==> src/sv/imd_pkg.sv <==
package imd_pkg;

   localparam int WORD_BITS_DEF = 32;
   localparam int FRAC_BITS_DEF = 16;

   typedef enum logic {
      OP_MUL = 1'b0,
      OP_DIV = 1'b1
   } op_type;

   // side information that travels with a word through the product stages
   typedef struct packed {
      logic valid;
      logic ov;
      logic dz;
   } ctl_type;

endpackage

==> src/sv/imd_recip.sv <==
module imd_recip #(
   parameter int WORD_BITS = 32,
   parameter int FRAC_BITS = 16
) (
   input  logic                        clock,
   input  logic                        en,
   input  logic signed [WORD_BITS-1:0] b,
   output logic signed [WORD_BITS-1:0] recip,
   output logic                        ov
);
   import imd_pkg::*;

   localparam int NQ = 2 * FRAC_BITS + 1;
   localparam int QW = 2 * FRAC_BITS + 2;
   localparam int RW = WORD_BITS + 1;
   localparam int CW = ((QW > WORD_BITS) ? QW : WORD_BITS) + 1;

   logic [WORD_BITS-1:0] mag_ff, mag_in;
   logic                 neg_ff;

   logic [RW-1:0]        rem_ff [NQ];
   logic [QW-1:0]        quo_ff [NQ];
   logic [WORD_BITS-1:0] div_ff [NQ];
   logic                 sgn_ff [NQ];

   logic signed [WORD_BITS-1:0] recip_ff, recip_in;
   logic                        ov_ff, ov_in;

   logic [CW-1:0] q_fix, lim, mag_sat;

   assign mag_in = b[WORD_BITS-1] ? WORD_BITS'(-b) : WORD_BITS'(b);

   always_ff @(posedge clock) begin
      if (en) begin
         mag_ff <= mag_in;
         neg_ff <= b[WORD_BITS-1];
      end
   end

   // one quotient bit per stage; the dividend is a single one at bit 2F
   for (genvar g = 0; g < NQ; g++) begin : g_stage
      logic [RW-1:0]        r_prev, trial, r_in;
      logic [QW-1:0]        q_prev, q_in;
      logic [WORD_BITS-1:0] m_prev;
      logic                 n_prev, num_bit;

      if (g == 0) begin : g_first
         assign r_prev  = '0;
         assign q_prev  = '0;
         assign m_prev  = mag_ff;
         assign n_prev  = neg_ff;
         assign num_bit = 1'b1;
      end else begin : g_next
         assign r_prev  = rem_ff[g-1];
         assign q_prev  = quo_ff[g-1];
         assign m_prev  = div_ff[g-1];
         assign n_prev  = sgn_ff[g-1];
         assign num_bit = 1'b0;
      end

      always_comb begin
         trial = {r_prev[RW-2:0], num_bit};
         if (trial >= RW'(m_prev)) begin
            r_in = trial - RW'(m_prev);
            q_in = {q_prev[QW-2:0], 1'b1};
         end else begin
            r_in = trial;
            q_in = {q_prev[QW-2:0], 1'b0};
         end
      end

      always_ff @(posedge clock) begin
         if (en) begin
            rem_ff[g] <= r_in;
            quo_ff[g] <= q_in;
            div_ff[g] <= m_prev;
            sgn_ff[g] <= n_prev;
         end
      end
   end

   // round toward minus infinity for a negative divisor, then saturate
   always_comb begin
      q_fix = CW'(quo_ff[NQ-1]) + CW'(sgn_ff[NQ-1] && (rem_ff[NQ-1] != '0));
      lim   = sgn_ff[NQ-1] ? (CW'(1'b1) << (WORD_BITS - 1))
                           : (CW'(1'b1) << (WORD_BITS - 1)) - CW'(1'b1);
      ov_in   = q_fix > lim;
      mag_sat = ov_in ? lim : q_fix;
      recip_in = sgn_ff[NQ-1] ? -$signed(mag_sat[WORD_BITS-1:0])
                              : $signed(mag_sat[WORD_BITS-1:0]);
   end

   always_ff @(posedge clock) begin
      if (en) begin
         recip_ff <= recip_in;
         ov_ff    <= ov_in;
      end
   end

   assign recip = recip_ff;
   assign ov    = ov_ff;

endmodule

==> config.mk <==
export PLATFORM = sky130hd
export DESIGN_NAME = imd_recip
export DESIGN_NICKNAME = d
export VERILOG_FILES = /design/src/sv/imd_pkg.sv /design/src/sv/imd_recip.sv
export SDC_FILE = /design/constraint.sdc
export NUM_CORES = 2
export LEC_CHECK = 0
export BUFFER_PORTS_ARGS = -buffer_cell sky130_fd_sc_hd__buf_2
export CORE_MARGIN = 8
export CORE_UTILIZATION = 25
export DETAILED_ROUTE_END_ITERATION = 8
export GPL_ROUTABILITY_DRIVEN = 0
export HOLD_SLACK_MARGIN = 0.02
export PLACE_DENSITY_LB_ADDON = 0.2
export SLEW_MARGIN = 20
export SYNTH_ARGS = -nofsm -noshare
export SYNTH_HDL_FRONTEND = slang
export SYNTH_SLANG_ARGS = --single-unit
==> constraint.sdc <==
create_clock -name clock -period 10.1 [get_ports clock]
set_clock_uncertainty 0.15 [all_clocks]
set_input_delay 3.03 -clock clock [delete_from_list [all_inputs] [get_ports clock]]
set_output_delay 3.03 -clock clock [all_outputs]
set_load 0.02 [all_outputs]
### Word level (Yosys, flattened, before mapping)

Memory sizes are Yosys's and may differ from the RTL's.
Index checks and enable logic that the tools add are counted.

| cells by class | value |
|---|---|
| reductions and logical operators | 2 |
| multiplexer cells | 72 |
| magnitude comparators | 34 |
| add/sub/neg operators | 36 |

Operators with widths:

| operator | count |
|---|---|
| 33-bit two-way mux | 33 |
| 33-bit by 32-bit greater-or-equal comparator with 1-bit output | 32 |
| 33-bit by 32-bit subtractor with 33-bit output | 32 |
| 32-bit two-way mux | 3 |
| 32-bit negator | 2 |
| 34-bit by 1-bit adder with 35-bit output | 1 |
| 35-bit by 32-bit greater-than comparator with 1-bit output | 1 |
| 1-bit two-way mux | 35 |
| 33-bit nonzero test | 1 |
| 1-bit by 32-bit subtractor with 33-bit output (first input constant) | 1 |
| 1-bit by 32-bit greater-or-equal comparator with 1-bit output (first input constant) | 1 |
| 31-bit two-way mux | 1 |
| 1-bit logical AND | 1 |

| storage, ports and cells | value |
|---|---|
| register bits after elaboration | 66 |
| output and inout bits | 33 |
| logic and storage cells | 153 |
| bits in writable memories | 3300 |
| input port bits | 34 |
| memories | 4 |

Memories:

| name | words | bits a word | read ports | clocked after memory_dff | wr ports | RTL line | RTL |
|---|---|---|---|---|---|---|---|
| quo_ff | 33 | 34 | 33 | 0 | 33 | imd_recip.sv:22 | `logic [QW-1:0] quo_ff [NQ];` |
| rem_ff | 33 | 33 | 33 | 0 | 33 | imd_recip.sv:21 | `logic [RW-1:0] rem_ff [NQ];` |
| div_ff | 33 | 32 | 32 | 0 | 33 | imd_recip.sv:23 | `logic [WORD_BITS-1:0] div_ff [NQ];` |
| sgn_ff | 33 | 1 | 33 | 0 | 33 | imd_recip.sv:24 | `logic sgn_ff [NQ];` |

### Longest topological paths before layout

An unclocked memory read counts as a cell.

| logic depth | value |
|---|---|
| word-level depth | 8 |
| gate-level depth with buffers | 35 |
| mapped depth without buffers | 29 |

### Worst setup path after synthesis

OpenSTA, ideal clock, no wires.

| timing path | value |
|---|---|
| path type | reg2reg |
| from | memory sgn_ff[32][0], in the netlist sgn_ff[1][0] |
| to | register recip_ff[30], in the netlist recip[30], data pin |
| path slack | 2620 ps |
| library setup time | 270 ps |
| required time | 9680 ps |
| arrival | 7060 ps |
| clock period less this slack | 7480 ps |
| stages on the path, launching flop included | 34 |
| path buffers | 7 |
| cells stage by stage | edfxtp_1 clkbuf_1 inv_1 clkbuf_1 clkbuf_1 a21oi_1 ha_1 ha_1 and4_1 buf_2 nand3_2 nor3_2 nand2_1 xnor2_1 ha_1 a21o_1 a21o_1 a211oi_1 o211ai_1 a211oi_1 o22ai_1 buf_2 clkbuf_1 o21a_1 inv_1 ha_1 nand3_1 or4_1 clkbuf_1 a21oi_1 nand4_1 nor4_1 o211a_1 a21oi_1 |

RTL lines:

| element | RTL line | RTL |
|---|---|---|
| start, declared | imd_recip.sv:24 |  |
| end signal, assigned | imd_recip.sv:95 | `recip_ff <= recip_in;` |
| end, declared | imd_recip.sv:26 | `logic signed [WORD_BITS-1:0] recip_ff, recip_in;` |

==> results.json <==
{
  "setup_viol_count_final": 0,
  "grtUsageTotal_pct": 11.87,
  "cap_violations": 0,
  "clk_latency_ns": 0.99,
  "cts_resized": 0,
  "post_cts_buffers": 0,
  "grt.met3_usage_pct": 1.344,
  "syn_area_sq_um": 148800,
  "yosys.cell_count.top_type": "edfxtp_1",
  "power.clock.fraction_pct": 22.4,
  "coreArea_sq_um": 593500,
  "clock_sinks": 2741,
  "grt_max_degree": 165,
  "design_area_sq_um": 170100,
  "synthCells": 12966,
  "synth_top_area_share_pct": 55.32,
  "cts_inserted_buffers": 340,
  "syn_area_per_cell_sq_um": 11.48,
  "status": "completed",
  "final_max_slew_viol_count": 0,
  "crit_arrival_ns": 8.15,
  "ys.flop_type": "edfxtp_1",
  "grt-ovfl-total": 0,
  "r2r_cells": 29,
  "p_int_mw": 33.73,
  "startpoint_type": "register",
  "cp_data_required_time_ns": 10.63,
  "first_pass_iters": 6,
  "ys_seq_area_share_pct": 55.32,
  "ctsHoldBuffers": 0,
  "pwr-share-comb_pct": 42.9,
  "seq_power_share_pct": 34.7,
  "drt-wirelength-per-cell_microns": 18.01,
  "drtIter0Drc": 6379,
  "hold_depth": 0,
  "port_buffers": 66,
  "ys_ff_latch": 2741,
  "cts_tree": "built",
  "grt_pass1_wl_microns": 584100,
  "p_leak_nw": 66.87,
  "met2_usage_pct": 20.29,
  "rrSetupSlack_ns": 2.48,
  "cpMostUsedCell": "ha_1",
  "final_hold_viol_count": 0,
  "cp_slowest_cell": "or4_1",
  "powerDensity_nw_per_um2": 316.7,
  "rsz0062_at_grt": "no",
  "ys_top_cells_by_area": "edfxtp_1, ha_1, inv_1",
  "p_sw_mw": 20.14,
  "grt_use_met1_pct": 16.05,
  "dp_worst_setup_slack_ns": 2.325,
  "htreeDepth": 5,
  "min_path_type": "register to register",
  "dieHeight_microns": 787.5,
  "regArea_sq_um": 82310,
  "period_needed_ns": 7.621,
  "path_clk_slew_ns": 0.06,
  "crit_path_end_kind": "register",
  "hpwlAfterDp_microns": 291900,
  "die-area_sq_um": 620100,
  "synth_commonest_cells": "edfxtp_1, inv_1, ha_1",
  "finalCritPeriodShare_pct": 75.46,
  "cts_root_buf": "clkbuf_16",
  "critPathMaxStageDelay_ns": 0.64,
  "ir_drop_mv": 0.1476,
  "max_freq_mhz": 131.2,
  "r2r-end": "recip[30]",
  "die_w_microns": 787.5,
  "ant_nets": 0,
  "synth-async-reset-ratio_pct": 0,
  "vias": 95911,
  "antenna_found_initial": 19,
  "synth_edf_count": 2741,
  "yosysWarnings": 0,
  "netSwitchingFraction_pct": 37.39,
  "synthDistinctLibCells": 92,
  "globalRoute.busiestLayer": "met2",
  "dpl-instance-area_sq_um": 159100,
  "yosys.area.top_type": "edfxtp_1",
  "viasPerCell": 4.492,
  "cp_max_fo": 7,
  "cts_buffer_depth": 4,
  "rows": 283,
  "slew_headroom_pct": 20.34,
  "fillCellCount": 61309,
  "grt_pass1_vias": 94164,
  "tightestPinTransition_ns": 1.165,
  "start_util_pct": 25.07,
  "fin_ws_ns": 2.479,
  "hold_end": "quo_ff[0][1031]",
  "detail_route.drc_violations": 0,
  "wl_microns": 384600,
  "drive_gt1_share_pct": 7.963,
  "r2r-start": "rem_ff[0][1085]",
  "worstHoldStart": "quo_ff[0][996]",
  "path_class": "register to register",
  "timing.setup.tns_ns": 0,
  "fin_nets": 14364,
  "multi_input_area_sq_um": 60890,
  "syn_to_final_growth_pct": 14.33,
  "io-pin-count": 67
}
[cell families (layout without fill, tap and decap cells)]
| family | count (synthesis) | in the layout | synth area share [%] |
|---|---|---|---|
| other | 1 | 18 | 0.002520 |
| AOI/OAI and AO/OA | 3368 | 3368 | 14.10 |
| buffers and inverters | 1559 | 2091 | 3.951 |
| adders and majority gates | 1092 | 1092 | 9.344 |
| muxes | 350 | 350 | 2.624 |
| DFF | 2741 | 2741 | 55.32 |
| and+or+nand+nor | 2990 | 2990 | 9.573 |
| xor gates and xnor gates | 865 | 865 | 5.092 |
[how the worst max path moves through the flow]
stage                    startpoint        end  cells after the start
global route        rem_ff[0][1085]  recip[30]                     28
floorplan              sgn_ff[1][0]  recip[30]                     33
global placement    rem_ff[0][1063]  recip[30]                     28
CTS                 rem_ff[0][1085]  recip[30]                     28
detailed placement  rem_ff[0][1084]  recip[30]                     28
finish              rem_ff[0][1085]  recip[30]                     29
[sequential cells by signal, summed over array words and instances (netlist names)]
register,count
recip,32
rem_ff,1057
sgn_ff,33
ov,1
div_ff,1024
g_stage.n_prev,1
g_stage.m_prev,32
quo_ff,561
[cell usage in the layout, fill, tap and decap left out, drive strengths merged, types with 121 or more instances in the layout]
cell type,n
nand2,1006
inv,1328
o21ai,917
xnor2,514
buf,153
ha,1060
clkinv,160
nor2b,129
xor2,351
a21o,492
nand3,226
o21bai,128
clkbuf,401
nand2b,150
a21oi,964
nor3,187
mux2,321
nand4,121
o21a,142
edfxtp,2741
nor2,675
[cell type report]
type	count	share of cell area, %
repair buffers	153	0.7090
multi-input cells	8680	35.80
diodes	3	0.004413
clock buffers	401	5.236
flip-flops and latches	2741	48.39
inverters	1322	2.917
well taps	7837	5.764
clock inverters	215	1.188
[power by group through the flow]
stage / sequential, mW / combinational, mW / clock [mW]
2_1_floorplan: 17.9 / 17.5 / 0
3_3_place_gp: 19.1 / 23.2 / 0
3_5_place_dp: 19.1 / 23.1 / 0
4_1_cts: 18.8 / 23.3 / 12.6
5_1_grt: 19.0 / 26.0 / 12.9
6_report: 18.7 / 23.1 / 12.0
[critical path: cells and delay by family (launching register included)]
family	cells	cell delay, ns
buffers and inverters	2	0.16
AOI/OAI and AO/OA	8	1.56
adders and majority gates	4	1.06
DFF	1	0.36
xor gates and xnor gates	1	0.57
and+or+nand+nor	14	3.43
[metal layers]
layer | part of all wire, % | routed length, microns
met1 | 47 | 180300
met2 | 48 | 182800
met3 | 3.3 | 12720
met4 | 2.3 | 8802
met5 | 0 | 0
[stage by stage]
| step | hold WS [ns] | std cells | util, % | power [mW] |
|---|---|---|---|---|
| finish | 0.2002 | 21352 | 28.66 | 53.88 |
| global route | 0.2149 | 21350 | 28.66 | 57.98 |
| global placement | 0.2507 | 20732 | 26.82 | 42.25 |
| detailed placement | 0.2545 | 20732 | 26.82 | 42.17 |
| floorplan | 0.2503 | 12980 | - | 35.35 |
| CTS | 0.1968 | 21348 | 28.66 | 54.72 |
(Power assumes the default switching activity.)
